`src/sv/lkc_pkg.sv`:
```
// ---------------------------------------------------------------------------
// lkc_pkg
// Shared sizes, codes and structures of the keyed slot cache.
// ---------------------------------------------------------------------------
package lkc_pkg;

    localparam int SLOT_COUNT  = 8;
    localparam int IDX_W       = (SLOT_COUNT > 1) ? $clog2(SLOT_COUNT) : 1;
    localparam int CNT_W       = $clog2(SLOT_COUNT + 1);

    localparam int KEY_W       = 64;
    localparam int ROWS_W      = 16;
    localparam int STAMP_W     = 64;
    localparam int TOT_W       = 32;
    localparam int SLOT_OUT_W  = 6;
    localparam int OCC_OUT_W   = 7;
    localparam int IN_TDATA_W  = 144;
    localparam int OUT_TDATA_W = 96;

    localparam logic [ROWS_W-1:0] ROW_LIMIT_RESET = '1;
    localparam logic [TOT_W-1:0]  TOT_MAX         = '1;

    typedef enum logic [0:0] {
        OP_LOOKUP = 1'b0,
        OP_INSERT = 1'b1
    } opcode_t;

    typedef enum logic [1:0] {
        ST_IDLE,
        ST_SCAN,
        ST_UPDATE
    } state_t;

    typedef struct packed {
        logic [KEY_W-1:0]   tag_high;
        logic [KEY_W-1:0]   tag_low;
        logic [ROWS_W-1:0]  rows;
        logic [STAMP_W-1:0] stamp;
    } slot_entry_t;

    typedef struct packed {
        logic              key_en;
        logic              stamp_en;
        logic [IDX_W-1:0]  addr;
        slot_entry_t       data;
    } slot_write_t;

    typedef struct packed {
        logic              start;
        logic              step;
        logic [IDX_W-1:0]  idx;
        logic              occ;
    } scan_ctrl_t;

    typedef struct packed {
        logic              match;
        logic [IDX_W-1:0]  match_idx;
        logic [ROWS_W-1:0] match_rows;
        logic [IDX_W-1:0]  victim_idx;
    } scan_result_t;

endpackage

```
`src/sv/lkc_slot_store.sv`:
```
// ---------------------------------------------------------------------------
// lkc_slot_store
// Slot memory holding key halves, row count and use stamp of every slot.
// ---------------------------------------------------------------------------
module lkc_slot_store
    import lkc_pkg::*;
(
    input  logic             clk,
    input  logic             rd_en,
    input  logic [IDX_W-1:0] rd_addr,
    output slot_entry_t      rd_data,
    input  slot_write_t      wr
);

    logic [KEY_W-1:0]   tag_high_mem [SLOT_COUNT];
    logic [KEY_W-1:0]   tag_low_mem  [SLOT_COUNT];
    logic [ROWS_W-1:0]  rows_mem     [SLOT_COUNT];
    logic [STAMP_W-1:0] stamp_mem    [SLOT_COUNT];

    always_ff @(posedge clk)
    begin
        if (wr.key_en)
        begin
            tag_high_mem[wr.addr] <= wr.data.tag_high;
            tag_low_mem[wr.addr]  <= wr.data.tag_low;
            rows_mem[wr.addr]     <= wr.data.rows;
        end
        if (wr.stamp_en)
        begin
            stamp_mem[wr.addr] <= wr.data.stamp;
        end
    end

    always_ff @(posedge clk)
    begin
        if (rd_en)
        begin
            rd_data.tag_high <= tag_high_mem[rd_addr];
            rd_data.tag_low  <= tag_low_mem[rd_addr];
            rd_data.rows     <= rows_mem[rd_addr];
            rd_data.stamp    <= stamp_mem[rd_addr];
        end
    end

endmodule

```
`src/sv/lkc_scan_unit.sv`:
```
// ---------------------------------------------------------------------------
// lkc_scan_unit
// Shared key and stamp comparator, fed one slot per cycle during a scan.
// ---------------------------------------------------------------------------
module lkc_scan_unit
    import lkc_pkg::*;
(
    input  logic             clk,
    input  logic             rst_n,
    input  scan_ctrl_t       ctrl,
    input  slot_entry_t      entry,
    input  logic [KEY_W-1:0] key_high,
    input  logic [KEY_W-1:0] key_low,
    output scan_result_t     result
);

    logic               match_reg,      match_next;
    logic [IDX_W-1:0]   match_idx_reg,  match_idx_next;
    logic [ROWS_W-1:0]  match_rows_reg, match_rows_next;
    logic [IDX_W-1:0]   best_idx_reg,   best_idx_next;
    logic               best_occ_reg,   best_occ_next;
    logic [STAMP_W-1:0] best_stamp_reg, best_stamp_next;

    logic key_eq;
    logic take;

    always_comb
    begin
        key_eq = ctrl.occ && (entry.tag_high == key_high) && (entry.tag_low == key_low);

        // Empty slots rank first, then the older stamp; ties keep the lower index.
        if (ctrl.idx == '0)
        begin
            take = 1'b1;
        end
        else if (ctrl.occ != best_occ_reg)
        begin
            take = !ctrl.occ;
        end
        else
        begin
            take = ctrl.occ && (entry.stamp < best_stamp_reg);
        end

        match_next      = match_reg;
        match_idx_next  = match_idx_reg;
        match_rows_next = match_rows_reg;
        best_idx_next   = best_idx_reg;
        best_occ_next   = best_occ_reg;
        best_stamp_next = best_stamp_reg;

        if (ctrl.start)
        begin
            match_next = 1'b0;
        end
        else if (ctrl.step)
        begin
            if (!match_reg && key_eq)
            begin
                match_next      = 1'b1;
                match_idx_next  = ctrl.idx;
                match_rows_next = entry.rows;
            end
            if (take)
            begin
                best_idx_next   = ctrl.idx;
                best_occ_next   = ctrl.occ;
                best_stamp_next = entry.stamp;
            end
        end
    end

    always_ff @(posedge clk or negedge rst_n)
    begin
        if (!rst_n)
        begin
            match_reg <= 1'b0;
        end
        else
        begin
            match_reg <= match_next;
        end
    end

    always_ff @(posedge clk)
    begin
        match_idx_reg  <= match_idx_next;
        match_rows_reg <= match_rows_next;
        best_idx_reg   <= best_idx_next;
        best_occ_reg   <= best_occ_next;
        best_stamp_reg <= best_stamp_next;
    end

    assign result.match      = match_reg;
    assign result.match_idx  = match_idx_reg;
    assign result.match_rows = match_rows_reg;
    assign result.victim_idx = best_idx_reg;

endmodule

```
`src/sv/lru_keyed_slot_cache.sv`:
```
// ---------------------------------------------------------------------------
// lru_keyed_slot_cache
// Tag and LRU replacement logic of a fully associative cache of keyed slots.
// ---------------------------------------------------------------------------
// A lookup or an accepted insert passes through the idle state, in which the
// transaction is taken in, then the scan state, which reads one slot per cycle
// because the slot memory has one read port and the scan goes through a
// single key and stamp comparator, and waits out the registered read of
// the last slot; the update state follows. A new transaction is taken only
// in the idle state. An insert whose row count is zero or above row_limit
// skips the scan. A finished result sits in the output register while the
// next transaction is taken in; the update only waits if that register is
// still full. row_limit is to be written through cfg_we/cfg_wdata only while
// the block is idle (the block does not enforce this) and resets to 65535.
module lru_keyed_slot_cache
    import lkc_pkg::*;
(
    input  logic                   clk,
    input  logic                   rst_n,
    input  logic                   cfg_we,
    input  logic [ROWS_W-1:0]      cfg_wdata,      // row_limit
    input  logic                   s_tvalid,
    output logic                   s_tready,
    input  logic [IN_TDATA_W-1:0]  s_tdata,        // key_high, key_low, row_count
    input  logic [0:0]             s_tuser,        // opcode
    output logic                   m_tvalid,
    input  logic                   m_tready,
    output logic [OUT_TDATA_W-1:0] m_tdata         // hit, accepted, slot_index,
                                                   // rows_held, occupied,
                                                   // hit_total, miss_total, pad
);

    state_t               state_reg, state_next;
    logic [ROWS_W-1:0]    row_limit_reg;
    opcode_t              op_reg;
    logic [KEY_W-1:0]     key_high_reg;
    logic [KEY_W-1:0]     key_low_reg;
    logic [ROWS_W-1:0]    rows_reg;
    logic                 ins_ok_reg;
    logic [CNT_W-1:0]     scan_cnt_reg, scan_cnt_next;
    logic                 rd_valid_reg;
    logic [IDX_W-1:0]     rd_idx_reg;
    logic                 rd_occ_reg;
    logic [SLOT_COUNT-1:0] slot_valid_reg;
    logic [CNT_W-1:0]     occ_cnt_reg;
    logic [STAMP_W-1:0]   use_clock_reg;
    logic [TOT_W-1:0]     hits_reg;
    logic [TOT_W-1:0]     misses_reg;
    logic                 m_tvalid_reg;
    logic [OUT_TDATA_W-1:0] m_tdata_reg;

    logic                 in_fire;
    opcode_t              in_op;
    logic [KEY_W-1:0]     in_key_high;
    logic [KEY_W-1:0]     in_key_low;
    logic [ROWS_W-1:0]    in_rows;
    logic                 in_ins_ok;

    logic                 rd_en;
    logic [IDX_W-1:0]     rd_addr;
    slot_entry_t          rd_data;
    slot_write_t          wr;
    scan_ctrl_t           scan_ctrl;
    scan_result_t         res;

    logic                 commit;
    logic                 do_hit;
    logic                 do_miss;
    logic                 do_ins;
    logic [IDX_W-1:0]     wr_idx;
    logic                 new_slot;
    logic [STAMP_W-1:0]   stamp_next;
    logic [TOT_W-1:0]     hits_next;
    logic [TOT_W-1:0]     misses_next;
    logic [CNT_W-1:0]     occ_cnt_next;
    logic                 res_hit;
    logic                 res_acc;
    logic [IDX_W-1:0]     res_idx;
    logic [ROWS_W-1:0]    res_rows;

    assign in_op       = opcode_t'(s_tuser[0]);
    assign in_key_high = s_tdata[KEY_W-1:0];
    assign in_key_low  = s_tdata[2*KEY_W-1:KEY_W];
    assign in_rows     = s_tdata[2*KEY_W+ROWS_W-1:2*KEY_W];
    assign in_ins_ok   = (in_rows != '0) && (in_rows <= row_limit_reg);
    assign in_fire     = s_tvalid && s_tready;

    assign rd_addr = scan_cnt_reg[IDX_W-1:0];

    always_comb
    begin
        state_next    = state_reg;
        s_tready      = 1'b0;
        rd_en         = 1'b0;
        commit        = 1'b0;
        scan_cnt_next = scan_cnt_reg;

        unique case (state_reg)
            ST_IDLE:
            begin
                s_tready      = 1'b1;
                scan_cnt_next = '0;
                if (s_tvalid)
                begin
                    if (in_op == OP_LOOKUP || in_ins_ok)
                    begin
                        state_next = ST_SCAN;
                    end
                    else
                    begin
                        state_next = ST_UPDATE;
                    end
                end
            end
            ST_SCAN:
            begin
                if (scan_cnt_reg < CNT_W'(SLOT_COUNT))
                begin
                    rd_en         = 1'b1;
                    scan_cnt_next = scan_cnt_reg + 1'b1;
                end
                else
                begin
                    // The last slot is compared in this cycle.
                    state_next = ST_UPDATE;
                end
            end
            ST_UPDATE:
            begin
                if (!m_tvalid_reg || m_tready)
                begin
                    commit     = 1'b1;
                    state_next = ST_IDLE;
                end
            end
            default:
            begin
                state_next = ST_IDLE;
            end
        endcase
    end

    always_comb
    begin
        do_hit       = (op_reg == OP_LOOKUP) && res.match;
        do_miss      = (op_reg == OP_LOOKUP) && !res.match;
        do_ins       = (op_reg == OP_INSERT) && ins_ok_reg;
        wr_idx       = res.match ? res.match_idx : res.victim_idx;
        new_slot     = do_ins && !slot_valid_reg[wr_idx];
        stamp_next   = use_clock_reg + 1'b1;
        hits_next    = (do_hit && hits_reg != TOT_MAX) ? hits_reg + 1'b1 : hits_reg;
        misses_next  = (do_miss && misses_reg != TOT_MAX) ? misses_reg + 1'b1 : misses_reg;
        occ_cnt_next = new_slot ? occ_cnt_reg + 1'b1 : occ_cnt_reg;

        res_hit  = do_hit;
        res_acc  = do_ins;
        res_idx  = (do_hit || do_ins) ? wr_idx : '0;
        res_rows = do_hit ? res.match_rows : '0;

        wr.key_en        = commit && do_ins;
        wr.stamp_en      = commit && (do_hit || do_ins);
        wr.addr          = wr_idx;
        wr.data.tag_high = key_high_reg;
        wr.data.tag_low  = key_low_reg;
        wr.data.rows     = rows_reg;
        wr.data.stamp    = stamp_next;

        scan_ctrl.start = in_fire;
        scan_ctrl.step  = rd_valid_reg;
        scan_ctrl.idx   = rd_idx_reg;
        scan_ctrl.occ   = rd_occ_reg;
    end

    always_ff @(posedge clk or negedge rst_n)
    begin
        if (!rst_n)
        begin
            state_reg      <= ST_IDLE;
            row_limit_reg  <= ROW_LIMIT_RESET;
            scan_cnt_reg   <= '0;
            rd_valid_reg   <= 1'b0;
            slot_valid_reg <= '0;
            occ_cnt_reg    <= '0;
            use_clock_reg  <= '0;
            hits_reg       <= '0;
            misses_reg     <= '0;
            m_tvalid_reg   <= 1'b0;
        end
        else
        begin
            state_reg    <= state_next;
            scan_cnt_reg <= scan_cnt_next;
            rd_valid_reg <= rd_en;
            if (cfg_we)
            begin
                row_limit_reg <= cfg_wdata;
            end
            if (commit)
            begin
                m_tvalid_reg <= 1'b1;
                hits_reg     <= hits_next;
                misses_reg   <= misses_next;
                occ_cnt_reg  <= occ_cnt_next;
                if (do_hit || do_ins)
                begin
                    use_clock_reg <= stamp_next;
                end
                if (do_ins)
                begin
                    slot_valid_reg[wr_idx] <= 1'b1;
                end
            end
            else if (m_tready)
            begin
                m_tvalid_reg <= 1'b0;
            end
        end
    end

    always_ff @(posedge clk)
    begin
        if (in_fire)
        begin
            op_reg       <= in_op;
            key_high_reg <= in_key_high;
            key_low_reg  <= in_key_low;
            rows_reg     <= in_rows;
            ins_ok_reg   <= in_ins_ok;
        end
        rd_idx_reg <= rd_addr;
        rd_occ_reg <= slot_valid_reg[rd_addr];
        if (commit)
        begin
            m_tdata_reg <= OUT_TDATA_W'({misses_next, hits_next,
                                         OCC_OUT_W'(occ_cnt_next), res_rows,
                                         SLOT_OUT_W'(res_idx), res_acc, res_hit});
        end
    end

    assign m_tvalid = m_tvalid_reg;
    assign m_tdata  = m_tdata_reg;

    lkc_slot_store u_store (
        .clk     (clk),
        .rd_en   (rd_en),
        .rd_addr (rd_addr),
        .rd_data (rd_data),
        .wr      (wr)
    );

    lkc_scan_unit u_scan (
        .clk      (clk),
        .rst_n    (rst_n),
        .ctrl     (scan_ctrl),
        .entry    (rd_data),
        .key_high (key_high_reg),
        .key_low  (key_low_reg),
        .result   (res)
    );

    // The running occupancy count must track the slot valid bits.
    a_occ_count: assert property (@(posedge clk) disable iff (!rst_n)
        occ_cnt_reg == CNT_W'($countones(slot_valid_reg)))
        else $error("occupancy count out of step with slot valid bits");

    a_scan_bound: assert property (@(posedge clk) disable iff (!rst_n)
        scan_cnt_reg <= CNT_W'(SLOT_COUNT))
        else $error("scan counter ran past the last slot");

    // A result never reports both a lookup hit and a stored insert.
    a_hit_acc: assert property (@(posedge clk) disable iff (!rst_n)
        m_tvalid_reg |-> !(m_tdata_reg[0] && m_tdata_reg[1]))
        else $error("result flags both hit and accepted");

    // A committed hit advances the hit counter unless it is saturated.
    a_hit_count: assert property (@(posedge clk) disable iff (!rst_n)
        (commit && do_hit) |=>
            (hits_reg == $past(hits_reg) + 1'b1) || ($past(hits_reg) == TOT_MAX))
        else $error("hit counter did not advance on a hit");

endmodule

```
`config.mk`:
```
export PLATFORM = sky130hd
export DESIGN_NAME = lru_keyed_slot_cache
export DESIGN_NICKNAME = d
export VERILOG_FILES = /design/src/sv/lkc_pkg.sv /design/src/sv/lkc_slot_store.sv /design/src/sv/lkc_scan_unit.sv /design/src/sv/lru_keyed_slot_cache.sv
export SDC_FILE = /design/constraint.sdc
export NUM_CORES = 2
export LEC_CHECK = 0
export ABC_AREA = 1
export BUFFER_PORTS_ARGS = -buffer_cell sky130_fd_sc_hd__buf_4
export CORE_ASPECT_RATIO = 0.75
export CORE_MARGIN = 1.5
export CORE_UTILIZATION = 62
export DETAILED_ROUTE_END_ITERATION = 7
export PLACE_DENSITY = 0.79
export SYNTH_ARGS = -nofsm -noshare
export SYNTH_HDL_FRONTEND = slang
export SYNTH_SLANG_ARGS = --single-unit
```
`constraint.sdc`:
```
create_clock -name clk -period 11.3 [get_ports clk]
set_input_delay 2.26 -clock clk [delete_from_list [all_inputs] [get_ports clk]]
set_output_delay 2.26 -clock clk [all_outputs]
set_load 0.05 [all_outputs]
```
Word level (Yosys, flattened, before mapping). Memories as Yosys holds them, arrays and structs flattened. A register that Yosys moved wholly into a read port is not among the register bits. Index checks and enable logic that the tools add are counted.

Memories: 4. Output and inout bits: 98. Bits of input ports: 166. ROM bits: 0. Bits in registers: 491. Memory bits (writable): 1664. Latch bits: 0. Word-level logic and storage cells: 125.

Equal/unequal tests: 11. Reductions and logical operators: 36. $add $sub $neg: 5. Multipliers: 0. Shift operators: 0. Multiplexer cells: 33. Bitwise logic cells: 4. Divide/modulo/power cells: 0. Order comparisons: 6.

Memories: u_store.stamp_mem (depth 8, bits a word 64, rd ports 1, clocked after Yosys merged registers in 1, write ports 1, RTL line lkc_slot_store.sv:18) `logic [STAMP_W-1:0] stamp_mem [SLOT_COUNT];`; u_store.tag_high_mem (depth 8, bits a word 64, rd ports 1, clocked after Yosys merged registers in 1, write ports 1, RTL line lkc_slot_store.sv:15) `logic [KEY_W-1:0] tag_high_mem [SLOT_COUNT];`; u_store.tag_low_mem (depth 8, bits a word 64, rd ports 1, clocked after Yosys merged registers in 1, write ports 1, RTL line lkc_slot_store.sv:16) `logic [KEY_W-1:0] tag_low_mem [SLOT_COUNT];`; u_store.rows_mem (depth 8, bits a word 16, rd ports 1, clocked after Yosys merged registers in 1, write ports 1, RTL line lkc_slot_store.sv:17) `logic [ROWS_W-1:0] rows_mem [SLOT_COUNT];`.

Operators with widths (count): 64-bit == test (2); 32-bit by 1-bit adder with 32-bit output, second input constant (2); 64-bit by 1-bit adder with 64-bit output, second input constant (1); 64-bit < comparator (1); 32-bit 2-to-1 mux (2); 32-bit inequality test, second input constant (2); 1-bit 2-to-1 mux (19); 16-bit less-or-equal comparator (1); 16-bit nonzero test (1); 1-bit logical AND (15); 3-bit AND reduction (3); 4-bit by 1-bit adder with 4-bit output, second input constant (2); 3-bit by 4-bit < comparator with 1-bit output, second input constant (2); 2-bit 2-to-1 mux (4); 4-bit 2-to-1 mux (2); 2-bit inequality test, second input constant (4); 8-bit OR (1); 4-bit case mux with 2 select lines (1); 2-bit AND reduction (4); 2-bit nonzero test (4); 1-bit binary-select mux with 3-bit select (2); 2-bit case mux with 3 select lines (1); 1-bit zero test (4); 4-bit < comparator, second input constant (1); 10 further kinds (14).

Logic depth before layout (Yosys ltp).
Depth in word-level cells: 7. Mapped depth: 17. Mapped depth without buffers: 17.

Cells and area by module. A second synthesis with hierarchy kept.

Cells, all modules: 10136. Area total of the unflattened synthesis: 103635.6 sq um.

Modules (own cells, without submodules): lkc_slot_store (cells each 7426, area an instance 78711.7 sq um, instances 1, sequential area each 56213.9 sq um); lru_keyed_slot_cache (cells each 2001, area an instance 18831.8 sq um, instances 1, sequential area each 11260.8 sq um); lkc_scan_unit (cells each 709, area an instance 6092.1 sq um, instances 1, sequential area each 2637.5 sq um).

Worst setup path before layout. Ideal clock, no wire load.

Kind: input-to-reg. Start point: input port m_tready. End point: memory u_store.rows_mem[2][0] (enable). Data required time: 10.650 ns. Arrival time: 8.894 ns. Cell stages on the path: 5. Setup slack: 1.756 ns. Buffers on the path: 1. Setup time: 0.650 ns. Cell sequence: nor2_1 nor2_2 nand2_1 clkbuf_1 nor2_1.

Longest elaborated chain between the ends: 6.

RTL lines: start, declared (RTL line lru_keyed_slot_cache.sv:27) `input logic m_tready,`; 1-bit logical OR (RTL line lru_keyed_slot_cache.sv:130) `if (!m_tvalid_reg || m_tready)`; 1-bit 2-to-1 mux (RTL line lru_keyed_slot_cache.sv:130); 1-bit 2-to-1 mux (RTL line lru_keyed_slot_cache.sv:98) `unique case (state_reg)`; 1-bit logical AND (RTL line lru_keyed_slot_cache.sv:160) `wr.key_en = commit && do_ins;`; 1-bit 2-to-1 mux (RTL line lkc_slot_store.sv:22) `if (wr.key_en)`; 1-bit 2-to-1 mux (implied by the code) (RTL line lkc_slot_store.sv:26) `rows_mem[wr.addr] <= wr.data.rows;`; end, declared (RTL line lkc_slot_store.sv:17).

Every way passes these cells.

Worst setup path after layout.
Start point: input port m_tready. End point: memory u_store.stamp_mem[4][37] (enable).

Longest elaborated chain between the ends: 6.

RTL lines: 1-bit logical OR (RTL line lru_keyed_slot_cache.sv:130); 1-bit 2-to-1 mux (RTL line lru_keyed_slot_cache.sv:130); 1-bit 2-to-1 mux (RTL line lru_keyed_slot_cache.sv:98); 1-bit logical AND (RTL line lru_keyed_slot_cache.sv:161) `wr.stamp_en = commit && (do_hit || do_ins);`; 1-bit 2-to-1 mux (RTL line lkc_slot_store.sv:28) `if (wr.stamp_en)`; 1-bit 2-to-1 mux (implied by the code) (RTL line lkc_slot_store.sv:30) `stamp_mem[wr.addr] <= wr.data.stamp;`; end, declared (RTL line lkc_slot_store.sv:18).

Every way passes these cells.

==> results.md <==
- Setup repair bufs after CTS: 0
- LEAKAGE: 36.8 nW
- Setup TNS: 0 ns
- Top Registers: u_store.stamp_mem (512), u_store.tag_high_mem (512), u_store.tag_low_mem (512)
- Cells after Synth: 7517
- Final setup skew: 0.0316 ns
- Dpl cell area: 98300 um^2
- Max VDD drop: 0.238 mV
- Overall Power: 25.7 mW
- Final Hold Viols: 0
- Combinational power share: 25.6%
- Final global-route overflow total: 0
- I/O pin count: 264
- Standard-cell rows: 123
- Synth warn: 0
- Pre-CTS WS: 4.80 ns
- Post-route cell area: 105000 um^2
- Synthesized flop and latch total: 2363
- Total Nets Final: 7930
- Antenna violations before repair: 10
- Net Sw Frac: 34.2%
- Most common cell in the netlist: edfxtp_1
- Pint: 16.9 mW
- Final ANT Viol Nets: 0
- Sw power: 8.79 mW
- Worst-path cell with the longest stage delay: nor2_4
- DRT Pass-1 Iters: 6
- Final WS setup: 5.67 ns
- IO Port Bufs: 256
- Vias in the first global route: 57700
- Delay-heaviest family, CP: buffers and inverters
- First-pass GRT wire length: 345000 um
- Gr usage total: 29.5%
- Post-Syn Area: 94600 um^2
- Die H: 341 um
- Max transition margin: 13.3%
- Crit Path Max Fanout: 109
- Post-synthesis to final-layout area growth: 11.0%
- Chip width: 454 um
- Top FF cell, synth: edfxtp_1
- Layout cells sized above 1: 10.0%
- Endpoints failing setup: 0
- Post-CTS Hold Fix Bufs: 0
- HP Class: reg2reg
- CTS tree: done
- Total CTS buffers: 210
- H-tree Lvls: 4
- Dominant cells by area after synthesis: edfxtp_1 70%, nor2_1 6.5%, o21ai_0 5.1%, dfrtp_1 3.9%, nand2_1 2.5%
- Post-CTS sizing: 0
- CP Class: in2reg
- Slew @ Worst Pin: 1.29 ns
- Slew Limit Fails: 0
- Die Footprint: 155000 um^2
- Crit-path cells: buf_4 > nor2_1 > nor2_4 > inv_2 > nor2_4 > buf_4 > inv_2 > nor2_4 > buf_4
- Cell Pwr Density: 245 nW/um^2
- Synthesized area per cell: 12.6 um^2
- Core Area: 151000 um^2
- Sink Count: 2363
- Residual DRC: 0
- Post-synth ARST share: 6.98%
- Hold depth: 0
- Yosys top cell area share: 69.7%
- CP arrival: 6.09 ns
- Routed Wire Length: 230000 um
- Clock buffer depth: 3
- FF-to-FF setup slack: 6.70 ns
- Crit path launch type: input pin
- WL per Instance: 23.3 um
- Clk Tree Root Cell: clkbuf_16
- Largest net degree at the start of global routing: 239
- Fmax: 0.177 GHz
- Vias per cell: 6.17
- Post-synth top cells: 2194 x edfxtp_1, 1645 x nor2_1, 962 x o21ai_0
- GP Congestion: 0.944
- Max incr delay on CP: 0.99 ns
- Levels on crit path: 9
- EDFF count, synth: 2194
- Worst Path Required: 11.75 ns
- Crit end category: register
- Fin crit share: 49.9%
- Clk slew on worst S/H paths: 0.06 ns
- Share of the yosys chip area belonging to registers: 74.1%
- Clock latency on the worst-skew pair: 0.86 ns
- Clk pwr share: 27.1%
- Status: finished clean
- FF-to-FF path depth: 9
- Yosys top cell by area: edfxtp_1
- Via Count: 60847
- Iter 0 DRT Violations: 9096
- Library cells used by synthesis: 52
- CP Buf/Inv Count: 5
- Max_cap viols: 0
- Post-DP HPWL: 130000 um
- RSZ-0062 raised after global routing: no
- Tmin final: 5.63 ns
- Register share of total power: 47.3%
- Starting Density: 62.8%
[routing by layer]
metal	GRT usage [%]	vias to the layer above	wire, um	share of wire, %
li1	-	27113	-	-
met1	44.1	29530	92300	40
met2	43.1	3797	102000	44
met3	7.14	399	29200	13
met4	9.61	8	6600	2.9
met5	0	-	50	0.022
[placed cells by master (no fill, tap or decap), drive strengths merged, types with 76 or more instances in the layout]
master / instances
edfxtp: 2194
nor2: 1661
o21ai: 978
nand2: 645
inv: 361
buf: 315
clkbuf: 265
a31oi: 213
o22ai: 209
dfrtp: 149
xor2: 139
nand3: 103
clkinv: 91
nand4: 90
ha: 84
nor3: 84
or2: 76
[path summary, 6_finish.rpt]
kind | from | endpoint
setup / recovery | m_tready | u_store.stamp_mem[4][37]
hold / removal | u_store.rd_data[66] | u_scan.match_rows_reg[2]
setup reg to reg | m_tvalid | u_store.stamp_mem[4][37]
hold reg to reg | u_store.rd_data[66] | u_scan.match_rows_reg[2]
max in group asynchronous | rst_n | scan_cnt_reg[1]
min in group asynchronous | rst_n | hits_reg[19]
[logic make-up after synthesis]
kind of cell,count (synthesis),share of synthesized area [%]
xor gates and xnor gates,174,1.61
buffers and inverters,724,2.97
and+or+nand+nor,2719,11.9
muxes,1,0.0119
AOI/OAI and AO/OA,1451,8.27
other,1,0.00397
DFF,2363,74.1
adders and majority gates,84,1.11
[cell type report]
class | count | area (um^2)
inverters | 354 | 1370
diodes | 5 | 12.5
multi-input cells | 4436 | 21800
repair buffers | 315 | 2480
fillers | 9621 | 45700
flip-flops and latches | 2363 | 70100
well taps | 2000 | 2500
clock buffers | 265 | 5560
clock inverters | 122 | 1100
[per-stage QoR]
stage | util, % | instances | hold slack, ns
final | 69.7 | 9860 | 0.421
after global routing | 69.7 | 9857 | 0.425
after CTS | 69.7 | 9855 | 0.419
after detailed placement | 65.2 | 9468 | 0.405
after global placement | 65.2 | 9468 | 0.404
after floorplan | - | 7523 | 0.369
[power by group through the flow]
| stage | clock network [mW] | logic (mW) | registers, mW |
|---|---|---|---|
| 3_5_place_dp | 0 | 6.40 | 12.3 |
| 2_1_floorplan | 0 | 4.10 | 12.3 |
| 5_1_grt | 7.35 | 7.15 | 12.3 |
| 4_1_cts | 7.00 | 6.46 | 12.1 |
| 6_report | 6.96 | 6.58 | 12.2 |
| 3_3_place_gp | 0 | 6.16 | 12.3 |
(Power assumes the default switching activity.)
